===== src/rtl/binary_blob_feature_extractor_macros.svh =====
// Assertion helpers shared by the blob feature RTL.
// Each macro expects clk and rst_n in scope.
`ifndef BINARY_BLOB_FEATURE_EXTRACTOR_MACROS_SVH
`define BINARY_BLOB_FEATURE_EXTRACTOR_MACROS_SVH

// same-cycle implication
`define BBFE_ASSERT_NOW(label, ante, cons, msg) \
    label: assert property (@(posedge clk) disable iff (!rst_n) (ante) |-> (cons)) \
        else $error(msg);

// next-cycle implication
`define BBFE_ASSERT_NEXT(label, ante, cons, msg) \
    label: assert property (@(posedge clk) disable iff (!rst_n) (ante) |=> (cons)) \
        else $error(msg);

`endif


===== src/rtl/bbfe_pkg.sv =====
`default_nettype none

package bbfe_pkg;

    localparam int MAX_WIDTH  = 1024;
    localparam int MAX_HEIGHT = 1024;

    localparam int COL_W   = $clog2(MAX_WIDTH);
    localparam int ROW_W   = $clog2(MAX_HEIGHT);
    localparam int WIDTH_W = 11;
    localparam int THR_W   = 8;
    localparam int BOX_W   = 10;
    localparam int COUNT_W = 21;
    localparam int SUM_W   = 30;
    localparam int QUAD_W  = 20;
    localparam int EULER_W = 22;

    localparam logic [THR_W-1:0]   THR_RESET   = 8'd200;
    localparam logic [WIDTH_W-1:0] WIDTH_RESET = 11'd1024;

    // register index, taken from paddr[2]
    typedef enum logic [0:0] {
        REG_THRESHOLD = 1'b0,
        REG_WIDTH     = 1'b1
    } cfg_reg_t;

    // line buffer access request: one write and one read address
    typedef struct packed {
        logic             wr_en;
        logic [COL_W-1:0] wr_addr;
        logic             wr_bit;
        logic [COL_W-1:0] rd_addr;
    } lb_req_t;

endpackage

`default_nettype wire


===== src/rtl/bbfe_if.sv =====
`default_nettype none

interface bbfe_pixel_if;
    logic       valid;
    logic       ready;
    logic [7:0] pixel;
    logic       frame_end;

    modport source (output valid, pixel, frame_end, input ready);
    modport sink   (input valid, pixel, frame_end, output ready);
endinterface

interface bbfe_feature_if;
    logic        valid;
    logic        ready;
    logic [9:0]  top_row;
    logic [9:0]  left_col;
    logic [9:0]  bottom_row;
    logic [9:0]  right_col;
    logic [20:0] fg_count;
    logic [29:0] row_total;
    logic [29:0] col_total;
    logic signed [21:0] euler_number;
    logic        empty_frame;

    modport source (output valid, top_row, left_col, bottom_row, right_col, fg_count,
                    row_total, col_total, euler_number, empty_frame, input ready);
    modport sink   (input valid, top_row, left_col, bottom_row, right_col, fg_count,
                    row_total, col_total, euler_number, empty_frame, output ready);
endinterface

`default_nettype wire


===== src/rtl/bbfe_line_buf.sv =====
`default_nettype none

// One-row bit memory, read every cycle, write-first on an address match.
module bbfe_line_buf (
    input  wire logic             clk,
    input  wire bbfe_pkg::lb_req_t req,
    output logic                  up_bit
);

    logic mem [bbfe_pkg::MAX_WIDTH];
    logic rd_bit_reg;

    always_ff @(posedge clk)
    begin
        if (req.wr_en)
        begin
            mem[req.wr_addr] <= req.wr_bit;
        end
    end

    always_ff @(posedge clk)
    begin
        if (req.wr_en && (req.wr_addr == req.rd_addr))
        begin
            rd_bit_reg <= req.wr_bit;
        end
        else
        begin
            rd_bit_reg <= mem[req.rd_addr];
        end
    end

    assign up_bit = rd_bit_reg;

endmodule

`default_nettype wire


===== src/rtl/binary_blob_feature_extractor.sv =====
// channel   | dir | handshake     | payload
// ----------+-----+---------------+-----------------------------------------------
// pix_in    | in  | valid/ready   | pixel[7:0], frame_end
// feat_out  | out | valid/ready   | box (4 x 10b), fg_count, row/col_total, euler, empty
// apb cfg   | in  | psel/penable  | 0x0 fg_threshold, 0x4 image_width; pready tied high
//
// One pixel per clock while not stalled: each item reads its upper neighbor (prefetched by
// col_pos_next at the previous accept), updates the totals and writes its own bit.
// A frame_end item goes to a staging register, then to the output register once the
// output register is free; the result is offered on feat_out from the output register.
// Input stalls only while staging is full and the output register is held.
// rst_n is asynchronous, active low; the line buffer is not cleared, row 0 masks it.
`default_nettype none

`include "binary_blob_feature_extractor_macros.svh"

module binary_blob_feature_extractor (
    input  wire logic        clk,
    input  wire logic        rst_n,
    input  wire logic        psel,
    input  wire logic        penable,
    input  wire logic        pwrite,
    input  wire logic [2:0]  paddr,
    input  wire logic [31:0] pwdata,
    output logic      [31:0] prdata,
    output logic             pready,
    bbfe_pixel_if.sink       pix_in,
    bbfe_feature_if.source   feat_out
);

    localparam int COL_W   = bbfe_pkg::COL_W;
    localparam int ROW_W   = bbfe_pkg::ROW_W;
    localparam int WIDTH_W = bbfe_pkg::WIDTH_W;
    localparam int THR_W   = bbfe_pkg::THR_W;
    localparam int BOX_W   = bbfe_pkg::BOX_W;
    localparam int COUNT_W = bbfe_pkg::COUNT_W;
    localparam int SUM_W   = bbfe_pkg::SUM_W;
    localparam int QUAD_W  = bbfe_pkg::QUAD_W;
    localparam int EULER_W = bbfe_pkg::EULER_W;

    // ------------------------------------------------------------------
    // Configuration registers
    // ------------------------------------------------------------------
    logic [THR_W-1:0]   thr_reg;
    logic [WIDTH_W-1:0] width_reg;
    logic               cfg_wr;

    assign cfg_wr = psel && penable && pwrite;
    assign pready = 1'b1;

    always_ff @(posedge clk or negedge rst_n)
    begin
        if (!rst_n)
        begin
            thr_reg   <= bbfe_pkg::THR_RESET;
            width_reg <= bbfe_pkg::WIDTH_RESET;
        end
        else if (cfg_wr)
        begin
            unique case (bbfe_pkg::cfg_reg_t'(paddr[2]))
                bbfe_pkg::REG_THRESHOLD: thr_reg   <= pwdata[THR_W-1:0];
                bbfe_pkg::REG_WIDTH:     width_reg <= pwdata[WIDTH_W-1:0];
                default: ;
            endcase
        end
    end

    always_comb
    begin
        unique case (bbfe_pkg::cfg_reg_t'(paddr[2]))
            bbfe_pkg::REG_THRESHOLD: prdata = {{(32-THR_W){1'b0}}, thr_reg};
            bbfe_pkg::REG_WIDTH:     prdata = {{(32-WIDTH_W){1'b0}}, width_reg};
            default:                 prdata = '0;
        endcase
    end

    // ------------------------------------------------------------------
    // Scan position and per-frame accumulators
    // ------------------------------------------------------------------
    logic [COL_W-1:0]   col_pos_reg,   col_pos_next;
    logic [ROW_W-1:0]   row_pos_reg,   row_pos_next;
    logic               left_bit_reg,  left_bit_next;
    logic               upleft_bit_reg, upleft_bit_next;
    logic [ROW_W-1:0]   min_row_reg,   min_row_next;
    logic [COL_W-1:0]   min_col_reg,   min_col_next;
    logic [ROW_W-1:0]   max_row_reg,   max_row_next;
    logic [COL_W-1:0]   max_col_reg,   max_col_next;
    logic [COUNT_W-1:0] count_reg,     count_next;
    logic [SUM_W-1:0]   row_sum_reg,   row_sum_next;
    logic [SUM_W-1:0]   col_sum_reg,   col_sum_next;
    logic [QUAD_W-1:0]  convex_reg,    convex_next;
    logic [QUAD_W-1:0]  concave_reg,   concave_next;

    // staging register: raw frame totals of the last frame
    logic               s_valid_reg,   s_valid_next;
    logic [ROW_W-1:0]   s_min_row_reg;
    logic [COL_W-1:0]   s_min_col_reg;
    logic [ROW_W-1:0]   s_max_row_reg;
    logic [COL_W-1:0]   s_max_col_reg;
    logic [COUNT_W-1:0] s_count_reg;
    logic [SUM_W-1:0]   s_row_sum_reg;
    logic [SUM_W-1:0]   s_col_sum_reg;
    logic [QUAD_W-1:0]  s_convex_reg;
    logic [QUAD_W-1:0]  s_concave_reg;

    // output register
    logic               o_valid_reg,   o_valid_next;
    logic [BOX_W-1:0]   o_top_reg, o_left_reg, o_bottom_reg, o_right_reg;
    logic [COUNT_W-1:0] o_count_reg;
    logic [SUM_W-1:0]   o_row_sum_reg, o_col_sum_reg;
    logic [EULER_W-1:0] o_euler_reg;
    logic               o_empty_reg;

    logic               acc;
    logic               last;
    logic               cur;
    logic               up_raw;
    logic               up;
    logic               lf;
    logic               ul;
    logic               convex_hit;
    logic               concave_hit;
    logic [WIDTH_W-1:0] width_eff;
    logic               row_wrap;
    logic [COL_W-1:0]   col_step;
    logic               o_free;
    logic               s_move;
    logic [COUNT_W:0]   count_sum;
    logic [SUM_W:0]     row_sum_sum;
    logic [SUM_W:0]     col_sum_sum;
    logic [QUAD_W:0]    convex_sum;
    logic [QUAD_W:0]    concave_sum;
    logic               s_empty;
    bbfe_pkg::lb_req_t  lb_req;

    // input stalls only while staging is full and cannot move on this cycle
    assign pix_in.ready = !s_valid_reg || o_free;
    assign acc          = pix_in.valid && pix_in.ready;
    assign last         = pix_in.frame_end;

    // width 0 acts as 1, widths beyond the buffer clamp to it
    always_comb
    begin
        if (width_reg == '0)
        begin
            width_eff = WIDTH_W'(1);
        end
        else if (width_reg > WIDTH_W'(bbfe_pkg::MAX_WIDTH))
        begin
            width_eff = WIDTH_W'(bbfe_pkg::MAX_WIDTH);
        end
        else
        begin
            width_eff = width_reg;
        end
    end

    assign row_wrap = (WIDTH_W'(col_pos_reg) + WIDTH_W'(1)) >= width_eff;
    assign col_step = row_wrap ? '0 : col_pos_reg + COL_W'(1);

    // neighborhood: outside the image counts as background
    assign cur = pix_in.pixel > thr_reg;
    assign up  = (row_pos_reg != '0) && up_raw;
    assign lf  = (col_pos_reg != '0) && left_bit_reg;
    assign ul  = (col_pos_reg != '0) && (row_pos_reg != '0) && upleft_bit_reg;

    assign convex_hit  = cur && !lf && !up && !ul;
    assign concave_hit = cur && lf && up && !ul;

    // saturating adders
    assign count_sum   = {1'b0, count_reg} + (COUNT_W+1)'(1);
    assign row_sum_sum = {1'b0, row_sum_reg} + (SUM_W+1)'(row_pos_reg);
    assign col_sum_sum = {1'b0, col_sum_reg} + (SUM_W+1)'(col_pos_reg);
    assign convex_sum  = {1'b0, convex_reg} + (QUAD_W+1)'(1);
    assign concave_sum = {1'b0, concave_reg} + (QUAD_W+1)'(1);

    // line buffer: write this column, prefetch the next item's column
    always_comb
    begin
        lb_req.wr_en   = acc;
        lb_req.wr_addr = col_pos_reg;
        lb_req.wr_bit  = cur;
        lb_req.rd_addr = acc ? col_pos_next : col_pos_reg;
    end

    bbfe_line_buf u_line_buf (
        .clk    (clk),
        .req    (lb_req),
        .up_bit (up_raw)
    );

    // accumulator update for the item at hand
    always_comb
    begin
        min_row_next = min_row_reg;
        min_col_next = min_col_reg;
        max_row_next = max_row_reg;
        max_col_next = max_col_reg;
        count_next   = count_reg;
        row_sum_next = row_sum_reg;
        col_sum_next = col_sum_reg;
        convex_next  = convex_reg;
        concave_next = concave_reg;

        if (convex_hit)
        begin
            convex_next = convex_sum[QUAD_W] ? '1 : convex_sum[QUAD_W-1:0];
        end
        if (concave_hit)
        begin
            concave_next = concave_sum[QUAD_W] ? '1 : concave_sum[QUAD_W-1:0];
        end
        if (cur)
        begin
            if (row_pos_reg < min_row_reg) min_row_next = row_pos_reg;
            if (row_pos_reg > max_row_reg) max_row_next = row_pos_reg;
            if (col_pos_reg < min_col_reg) min_col_next = col_pos_reg;
            if (col_pos_reg > max_col_reg) max_col_next = col_pos_reg;
            count_next   = count_sum[COUNT_W] ? '1 : count_sum[COUNT_W-1:0];
            row_sum_next = row_sum_sum[SUM_W] ? '1 : row_sum_sum[SUM_W-1:0];
            col_sum_next = col_sum_sum[SUM_W] ? '1 : col_sum_sum[SUM_W-1:0];
        end
    end

    // scan position; frame end restarts at the origin
    always_comb
    begin
        if (last)
        begin
            col_pos_next    = '0;
            row_pos_next    = '0;
            left_bit_next   = 1'b0;
            upleft_bit_next = 1'b0;
        end
        else if (row_wrap)
        begin
            col_pos_next    = '0;
            row_pos_next    = (row_pos_reg != ROW_W'(bbfe_pkg::MAX_HEIGHT - 1))
                              ? row_pos_reg + ROW_W'(1) : row_pos_reg;
            left_bit_next   = 1'b0;
            upleft_bit_next = 1'b0;
        end
        else
        begin
            col_pos_next    = col_step;
            row_pos_next    = row_pos_reg;
            left_bit_next   = cur;
            upleft_bit_next = up;
        end
    end

    always_ff @(posedge clk or negedge rst_n)
    begin
        if (!rst_n)
        begin
            col_pos_reg    <= '0;
            row_pos_reg    <= '0;
            left_bit_reg   <= 1'b0;
            upleft_bit_reg <= 1'b0;
            min_row_reg    <= '1;
            min_col_reg    <= '1;
            max_row_reg    <= '0;
            max_col_reg    <= '0;
            count_reg      <= '0;
            row_sum_reg    <= '0;
            col_sum_reg    <= '0;
            convex_reg     <= '0;
            concave_reg    <= '0;
        end
        else if (acc)
        begin
            col_pos_reg    <= col_pos_next;
            row_pos_reg    <= row_pos_next;
            left_bit_reg   <= left_bit_next;
            upleft_bit_reg <= upleft_bit_next;
            if (last)
            begin
                min_row_reg <= '1;
                min_col_reg <= '1;
                max_row_reg <= '0;
                max_col_reg <= '0;
                count_reg   <= '0;
                row_sum_reg <= '0;
                col_sum_reg <= '0;
                convex_reg  <= '0;
                concave_reg <= '0;
            end
            else
            begin
                min_row_reg <= min_row_next;
                min_col_reg <= min_col_next;
                max_row_reg <= max_row_next;
                max_col_reg <= max_col_next;
                count_reg   <= count_next;
                row_sum_reg <= row_sum_next;
                col_sum_reg <= col_sum_next;
                convex_reg  <= convex_next;
                concave_reg <= concave_next;
            end
        end
    end

    // ------------------------------------------------------------------
    // Result path: staging -> output register
    // ------------------------------------------------------------------
    assign o_free  = !o_valid_reg || feat_out.ready;
    assign s_move  = s_valid_reg && o_free;
    assign s_empty = (s_count_reg == '0);

    always_comb
    begin
        s_valid_next = s_valid_reg;
        if (acc && last)
        begin
            s_valid_next = 1'b1;
        end
        else if (s_move)
        begin
            s_valid_next = 1'b0;
        end

        o_valid_next = o_valid_reg;
        if (s_move)
        begin
            o_valid_next = 1'b1;
        end
        else if (feat_out.ready)
        begin
            o_valid_next = 1'b0;
        end
    end

    always_ff @(posedge clk or negedge rst_n)
    begin
        if (!rst_n)
        begin
            s_valid_reg <= 1'b0;
            o_valid_reg <= 1'b0;
        end
        else
        begin
            s_valid_reg <= s_valid_next;
            o_valid_reg <= o_valid_next;
        end
    end

    always_ff @(posedge clk)
    begin
        if (acc && last)
        begin
            s_min_row_reg <= min_row_next;
            s_min_col_reg <= min_col_next;
            s_max_row_reg <= max_row_next;
            s_max_col_reg <= max_col_next;
            s_count_reg   <= count_next;
            s_row_sum_reg <= row_sum_next;
            s_col_sum_reg <= col_sum_next;
            s_convex_reg  <= convex_next;
            s_concave_reg <= concave_next;
        end
    end

    // box fields read zero on an empty frame
    always_ff @(posedge clk)
    begin
        if (s_move)
        begin
            o_top_reg     <= s_empty ? '0 : BOX_W'(s_min_row_reg);
            o_left_reg    <= s_empty ? '0 : BOX_W'(s_min_col_reg);
            o_bottom_reg  <= s_empty ? '0 : BOX_W'(s_max_row_reg);
            o_right_reg   <= s_empty ? '0 : BOX_W'(s_max_col_reg);
            o_count_reg   <= s_count_reg;
            o_row_sum_reg <= s_row_sum_reg;
            o_col_sum_reg <= s_col_sum_reg;
            o_euler_reg   <= EULER_W'(s_convex_reg) - EULER_W'(s_concave_reg);
            o_empty_reg   <= s_empty;
        end
    end

    assign feat_out.valid        = o_valid_reg;
    assign feat_out.top_row      = o_top_reg;
    assign feat_out.left_col     = o_left_reg;
    assign feat_out.bottom_row   = o_bottom_reg;
    assign feat_out.right_col    = o_right_reg;
    assign feat_out.fg_count     = o_count_reg;
    assign feat_out.row_total    = o_row_sum_reg;
    assign feat_out.col_total    = o_col_sum_reg;
    assign feat_out.euler_number = $signed(o_euler_reg);
    assign feat_out.empty_frame  = o_empty_reg;

    // ------------------------------------------------------------------
    // Assertions
    // ------------------------------------------------------------------
    `BBFE_ASSERT_NEXT(a_last_staged, acc && last, s_valid_reg,
        "frame end item did not reach the staging register")
    `BBFE_ASSERT_NEXT(a_last_rewind, acc && last,
        (col_pos_reg == '0) && (row_pos_reg == '0) && (count_reg == '0),
        "scan position or totals not cleared after frame end")
    `BBFE_ASSERT_NOW(a_box_order, count_reg != '0,
        (min_row_reg <= max_row_reg) && (min_col_reg <= max_col_reg),
        "bounding box inverted with foreground present")
    `BBFE_ASSERT_NOW(a_empty_zero, feat_out.valid && feat_out.empty_frame,
        (feat_out.fg_count == '0) && (feat_out.top_row == '0) && (feat_out.right_col == '0),
        "empty frame result carries nonzero fields")

endmodule

`default_nettype wire

===== src/flat_wrapper.sv =====
// flat-port wrapper written by rule: the top's interface ports become plain ports
module binary_blob_feature_extractor_flat 
  (clk, rst_n, psel, penable, pwrite, paddr, pwdata, prdata, pready, pix_in_valid, pix_in_pixel, pix_in_frame_end, pix_in_ready, feat_out_valid, feat_out_top_row, feat_out_left_col, feat_out_bottom_row, feat_out_right_col, feat_out_fg_count, feat_out_row_total, feat_out_col_total, feat_out_euler_number, feat_out_empty_frame, feat_out_ready);
  bbfe_pixel_if pix_in_i ();
  bbfe_feature_if feat_out_i ();
  input  wire logic clk;
  input  wire logic rst_n;
  input  wire logic psel;
  input  wire logic penable;
  input  wire logic pwrite;
  input  wire logic [2:0] paddr;
  input  wire logic [31:0] pwdata;
  output logic      [31:0] prdata;
  output logic pready;
  input wire logic [$bits(pix_in_i.valid)-1:0] pix_in_valid;
  input wire logic [$bits(pix_in_i.pixel)-1:0] pix_in_pixel;
  input wire logic [$bits(pix_in_i.frame_end)-1:0] pix_in_frame_end;
  output wire logic [$bits(pix_in_i.ready)-1:0] pix_in_ready;
  output wire logic [$bits(feat_out_i.valid)-1:0] feat_out_valid;
  output wire logic [$bits(feat_out_i.top_row)-1:0] feat_out_top_row;
  output wire logic [$bits(feat_out_i.left_col)-1:0] feat_out_left_col;
  output wire logic [$bits(feat_out_i.bottom_row)-1:0] feat_out_bottom_row;
  output wire logic [$bits(feat_out_i.right_col)-1:0] feat_out_right_col;
  output wire logic [$bits(feat_out_i.fg_count)-1:0] feat_out_fg_count;
  output wire logic [$bits(feat_out_i.row_total)-1:0] feat_out_row_total;
  output wire logic [$bits(feat_out_i.col_total)-1:0] feat_out_col_total;
  output wire logic [$bits(feat_out_i.euler_number)-1:0] feat_out_euler_number;
  output wire logic [$bits(feat_out_i.empty_frame)-1:0] feat_out_empty_frame;
  input wire logic [$bits(feat_out_i.ready)-1:0] feat_out_ready;
  assign pix_in_i.valid = pix_in_valid;
  assign pix_in_i.pixel = pix_in_pixel;
  assign pix_in_i.frame_end = pix_in_frame_end;
  assign pix_in_ready = pix_in_i.ready;
  assign feat_out_valid = feat_out_i.valid;
  assign feat_out_top_row = feat_out_i.top_row;
  assign feat_out_left_col = feat_out_i.left_col;
  assign feat_out_bottom_row = feat_out_i.bottom_row;
  assign feat_out_right_col = feat_out_i.right_col;
  assign feat_out_fg_count = feat_out_i.fg_count;
  assign feat_out_row_total = feat_out_i.row_total;
  assign feat_out_col_total = feat_out_i.col_total;
  assign feat_out_euler_number = feat_out_i.euler_number;
  assign feat_out_empty_frame = feat_out_i.empty_frame;
  assign feat_out_i.ready = feat_out_ready;
  binary_blob_feature_extractor u_core (.clk(clk), .rst_n(rst_n), .psel(psel), .penable(penable), .pwrite(pwrite), .paddr(paddr), .pwdata(pwdata), .prdata(prdata), .pready(pready), .pix_in(pix_in_i), .feat_out(feat_out_i));
endmodule

===== config.mk =====
export PLATFORM = sky130hd
export DESIGN_NAME = binary_blob_feature_extractor_flat
export DESIGN_NICKNAME = d
export VERILOG_FILES = /design/src/rtl/bbfe_pkg.sv /design/src/rtl/bbfe_if.sv /design/src/rtl/bbfe_line_buf.sv /design/src/rtl/binary_blob_feature_extractor.sv /design/src/flat_wrapper.sv
export VERILOG_INCLUDE_DIRS = /design/src /design/src/rtl
export SDC_FILE = /design/constraint.sdc
export NUM_CORES = 2
export LEC_CHECK = 0
export CAP_MARGIN = 10
export CORE_MARGIN = 10
export CORE_UTILIZATION = 56
export DETAILED_ROUTE_END_ITERATION = 12
export DONT_BUFFER_PORTS = 1
export PLACE_DENSITY = 0.71
export SLEW_MARGIN = 15
export SYNTH_ARGS = -nofsm -noshare
export SYNTH_HDL_FRONTEND = slang
export SYNTH_SLANG_ARGS = --single-unit

===== constraint.sdc =====
create_clock -name clk -period 24.3 [get_ports clk]
set_input_delay 1.215 -clock clk [delete_from_list [all_inputs] [get_ports clk]]
set_output_delay 1.215 -clock clk [all_outputs]
set_load 0.01 [all_outputs]

==> flow_summary_export.csv <==
group,metric,value,unit
clock_network,cts_made_buffers,159,
timing,fin_skew,36.26,ps
die,start_util,0.5656,
clock_network,cts_resized,0,
critical_path,cpPeakStageDelay,980,ps
die,coreArea,124100,um^2
pwr,leakage,25.07,nW
critical_path,slowest_stage,"buf_4",
synthesis,ys_types,96,
clock_network,cts-root-buf,"clkbuf_16",
timing,relSlewSlack,0.1898,
pwr,clockPowerShare,0.339,
die,row_count,129,
cells_and_area,design_area,76420,um^2
critical_path,cp-end-kind,"register",
synthesis,yosysSeqAreaShare,0.6440,
clock_network,cts_buffer_depth,3,
synthesis,synth_edf_count,1328,
critical_path,critical_path.most_common_cell,"buf_4",
synthesis,synth_warnings,0,
cells_and_area,final_nets,5414,
synthesis,synth.avg_cell_area,12.95,um^2
critical_path,ff2ff_path_depth,14,
placed_design,postPlaceCellArea,71380,um^2
cells_and_area,synthToLayoutAreaGrowth,8.852,%
outcome,status,"complete, no violations",
synthesis,netlist_area,70210,um^2
timing,setup_viol,0,
critical_path,regToRegSetupSlack,17200,ps
synthesis,synth.ff_latch_count,1542,
clock_network,cts_tree,"built",
timing,max_freq,140.9,MHz
min_path,hp-class,"primary input to asynchronous set/reset pin",
clock_network,clkTransAtPathRegs,60,ps
cells_and_area,fillers,9224,
die,io_pins,230,
job,maxCapViolCount,0,
critical_path,required,24730,ps
critical_path,timing.rr.start,"u_core.thr_reg[6]$_DFFE_PN1P_",
timing,hold_violations,0,
grt,grt_overflow,0,
synthesis,synth-main-ff-cell,"edfxtp_1",
placed_design,finalWeightedCongestion,0.8591,
die,die-height,374.1,um
timing,fin_crit,7096,ps
placed_design,hpwl,105.4,mm
placed_design,port-buffer-count,0,
critical_path,cp-start-kind,"register",
pwr,ir_drop,0.00009032,V
timing,tns,0,ps
pwr,switching_share,0.2843,
synthesis,async_reset_ff_frac,0.1323,
pwr,pwr_density_cell,90.36,nW/um^2
pwr,intPower,4.942,mW
pwr,p_sw,1.964,mW
routing,routedWlPerCell,26.02,um
timing,grt_setup_unrepaired,"false",
timing,maxSlewViolCount,0,
clock_network,cts_setup_buffers,0,
cells_and_area,utilization,0.6157,
critical_path,path_cells,"inv_1, ha_1, a21o_1, a21o_1, nor2b_1, a21oi_1, o31ai_4, buf_4, inv_8, buf_4, buf_4, buf_4, buf_4, buf_4",
pwr,combPwrFrac,0.185,
critical_path,r2r-end,"u_core.u_line_buf.mem[211]$_DFFE_PP_",
grt,grt_usage,0.2562,
die,die-width,374.1,um
clock_network,cts.sinks,1542,
grt,grt_pass1_vias,43760,
die,dieArea,139900,um^2
routing,drt_iter0_drc,6035,
clock_network,htree_levels,4,
grt,grt_max_degree,205,
routing,drc,0,
grt,grt_pass1_wl,274.4,mm
critical_path,critPathMaxFanout,132,
critical_path,worstSetupPathType,"register to register",
clock_network,insertion_delay,810,ps
grt,grt_antenna_before_repair,3,
cells_and_area,drive_above_1_share,0.1289,
routing,avgViaCountPerCell,6.485,
timing,tightest_slew,1213,ps
cells_and_area,largest_register_ffs,1024,
clock_network,hold_buffers,0,
routing,wl,182.7,mm
timing,fin_hold_ws,108.8,ps
cells_and_area,top_register,"u_core.u_line_buf.mem",
routing,drt_pass1_iterations,6,
routing,vias,45530,
routing,drtAntennaViolNets,0,
critical_path,crit_arrival,7530,ps
timing,finalCritPeriodShare,0.2920,
pwr,seq_power_share,0.475,
synthesis,synthCells,5422,
## power by group through the flow
stage	logic [mW]	registers, mW	clock network [mW]
global route	1.38	3.29	2.47
CTS	1.27	3.28	2.36
floorplan	0.959	3.56	0
global placement	1.25	3.33	0
detailed placement	1.27	3.34	0
finish	1.28	3.28	2.34
## critical path, delay by kind of cell, from the launching register on
kind / cells / cell delay (ps)
AND/OR/NAND/NOR: 1 / 60
adder cells (fa/ha/maj): 1 / 290
flip-flops: 1 / 520
AO/OA/AOI/OAI: 4 / 590
buffers and inverters: 8 / 4980
## layout by cell type, fill, tap and decap left out, types with 18 or more instances in the layout
master	count
a21o_1	19
xnor2_1	49
nand2b_1	24
mux2i_1	118
inv_1	133
dfrtp_1	180
nand3_1	107
o21ai_0	132
and2_1	58
ha_1	106
a211oi_1	28
and3_1	57
nand2_1	303
clkbuf_1	45
o22ai_1	36
clkinv_1	37
nor3_1	59
a22oi_1	48
nor2b_1	79
o211ai_1	18
nand4_1	42
a41oi_1	22
nor4_1	32
a21oi_1	132
a31oi_1	62
dfstp_2	24
buf_4	99
o21a_1	19
clkbuf_16	161
a22o_1	48
mux2_2	51
edfxtp_1	1328
mux4_2	207
conb_1	22
nor2_1	1108
nand3_2	27
## cell usage after synthesis (12+ instances only)
| master | count | area [um^2] |
|---|---|---|
| nor2_1 | 1109 | 4163 |
| inv_1 | 135 | 506.7 |
| o31ai_1 | 18 | 135.1 |
| mux2_2 | 51 | 574.3 |
| a311oi_1 | 15 | 131.4 |
| o311a_1 | 15 | 150.1 |
| a31oi_1 | 63 | 394.1 |
| o22ai_1 | 36 | 225.2 |
| nor3_1 | 61 | 305.3 |
| a22oi_1 | 48 | 360.4 |
| a41o_1 | 12 | 120.1 |
| a21o_1 | 19 | 142.6 |
| xor2_1 | 15 | 131.4 |
| xnor2_1 | 49 | 429.2 |
| o21ai_0 | 133 | 665.6 |
| dfstp_2 | 24 | 630.6 |
| buf_4 | 50 | 375.4 |
| o221ai_1 | 17 | 148.9 |
| dfrtp_1 | 180 | 4504 |
| edfxtp_1 | 1328 | 39880 |
| buf_1 | 15 | 56.30 |
| ha_1 | 106 | 1326 |
| a41oi_1 | 22 | 192.7 |
| nor4_1 | 34 | 212.7 |
| nor2b_1 | 79 | 494.2 |
| nand3_1 | 145 | 725.7 |
| nand2b_1 | 24 | 150.1 |
| o211ai_1 | 18 | 135.1 |
| a31o_2 | 14 | 122.6 |
| a22o_1 | 48 | 420.4 |
| mux2i_1 | 118 | 1181 |
| a2bb2oi_1 | 16 | 140.1 |
| buf_2 | 44 | 220.2 |
| mux4_2 | 207 | 4662 |
| o21a_1 | 19 | 142.6 |
| and3_1 | 57 | 356.6 |
| nand2_1 | 308 | 1156 |
| clkbuf_1 | 326 | 1224 |
| a21oi_1 | 132 | 660.6 |
| and2_1 | 60 | 375.4 |
| nand4_1 | 42 | 262.8 |
| a211oi_1 | 30 | 225.2 |
## cells by family after synthesis
logic type / Yosys count / share of synthesized area
AOI/OAI and AO/OA: 759 / 0.07553
muxes: 378 / 0.09173
and+or+nand+nor: 1981 / 0.1240
other: 2 / 0.0001070
DFF: 1542 / 0.6440
buffers and inverters: 587 / 0.03687
adders and majority gates: 109 / 0.01975
xor gates and xnor gates: 64 / 0.007984
## layout make-up
class | count | area (um^2) | area share
flip-flops and latches | 1542 | 45230 | 0.5918
diodes | 1 | 2.502 | 0.00003275
clock buffers | 209 | 4239 | 0.05547
repair buffers | 101 | 783.3 | 0.01025
clock inverters | 81 | 742.0 | 0.009709
well taps | 1637 | 2048 | 0.02680
multi-input cells | 3313 | 22850 | 0.2990
inverters | 137 | 529.3 | 0.006926
## per-stage QoR
| stage | power (mW) | setup slack [ps] | instances |
|---|---|---|---|
| floorplan | 4.517 | 2702 | 5442 |
| global placement | 4.582 | 16970 | 6730 |
| detailed placement | 4.605 | 16700 | 6730 |
| CTS | 6.920 | 17290 | 7020 |
| global route | 7.149 | 16660 | 7020 |
| finish | 6.905 | 17200 | 7021 |
## layer usage
metal / up-vias / track usage / part of all wire
li1: 19700 / - / -
met1: 23080 / 0.3494 / 0.39
met2: 2373 / 0.4104 / 0.48
met3: 375 / 0.05494 / 0.11
met4: 2 / 0.08409 / 0.031
met5: - / 0 / 0.000071
## how the worst max path moves through the flow
| stage | end | start | slack, ps |
|---|---|---|---|
| floorplan | u_core.u_line_buf.mem[0]$_DFFE_PP_ | pix_in_pixel[1] | 2700 |
| global placement | u_core.u_line_buf.mem[726]$_DFFE_PP_ | pix_in_pixel[6] | 16970 |
| detailed placement | u_core.u_line_buf.mem[106]$_DFFE_PP_ | pix_in_pixel[6] | 16700 |
| CTS | u_core.u_line_buf.mem[707]$_DFFE_PP_ | u_core.thr_reg[6]$_DFFE_PN1P_ | 17290 |
| global route | u_core.u_line_buf.mem[504]$_DFFE_PP_ | u_core.thr_reg[6]$_DFFE_PN1P_ | 16660 |
| finish | u_core.u_line_buf.mem[211]$_DFFE_PP_ | u_core.thr_reg[6]$_DFFE_PN1P_ | 17200 |
(Power assumes the default switching activity.)
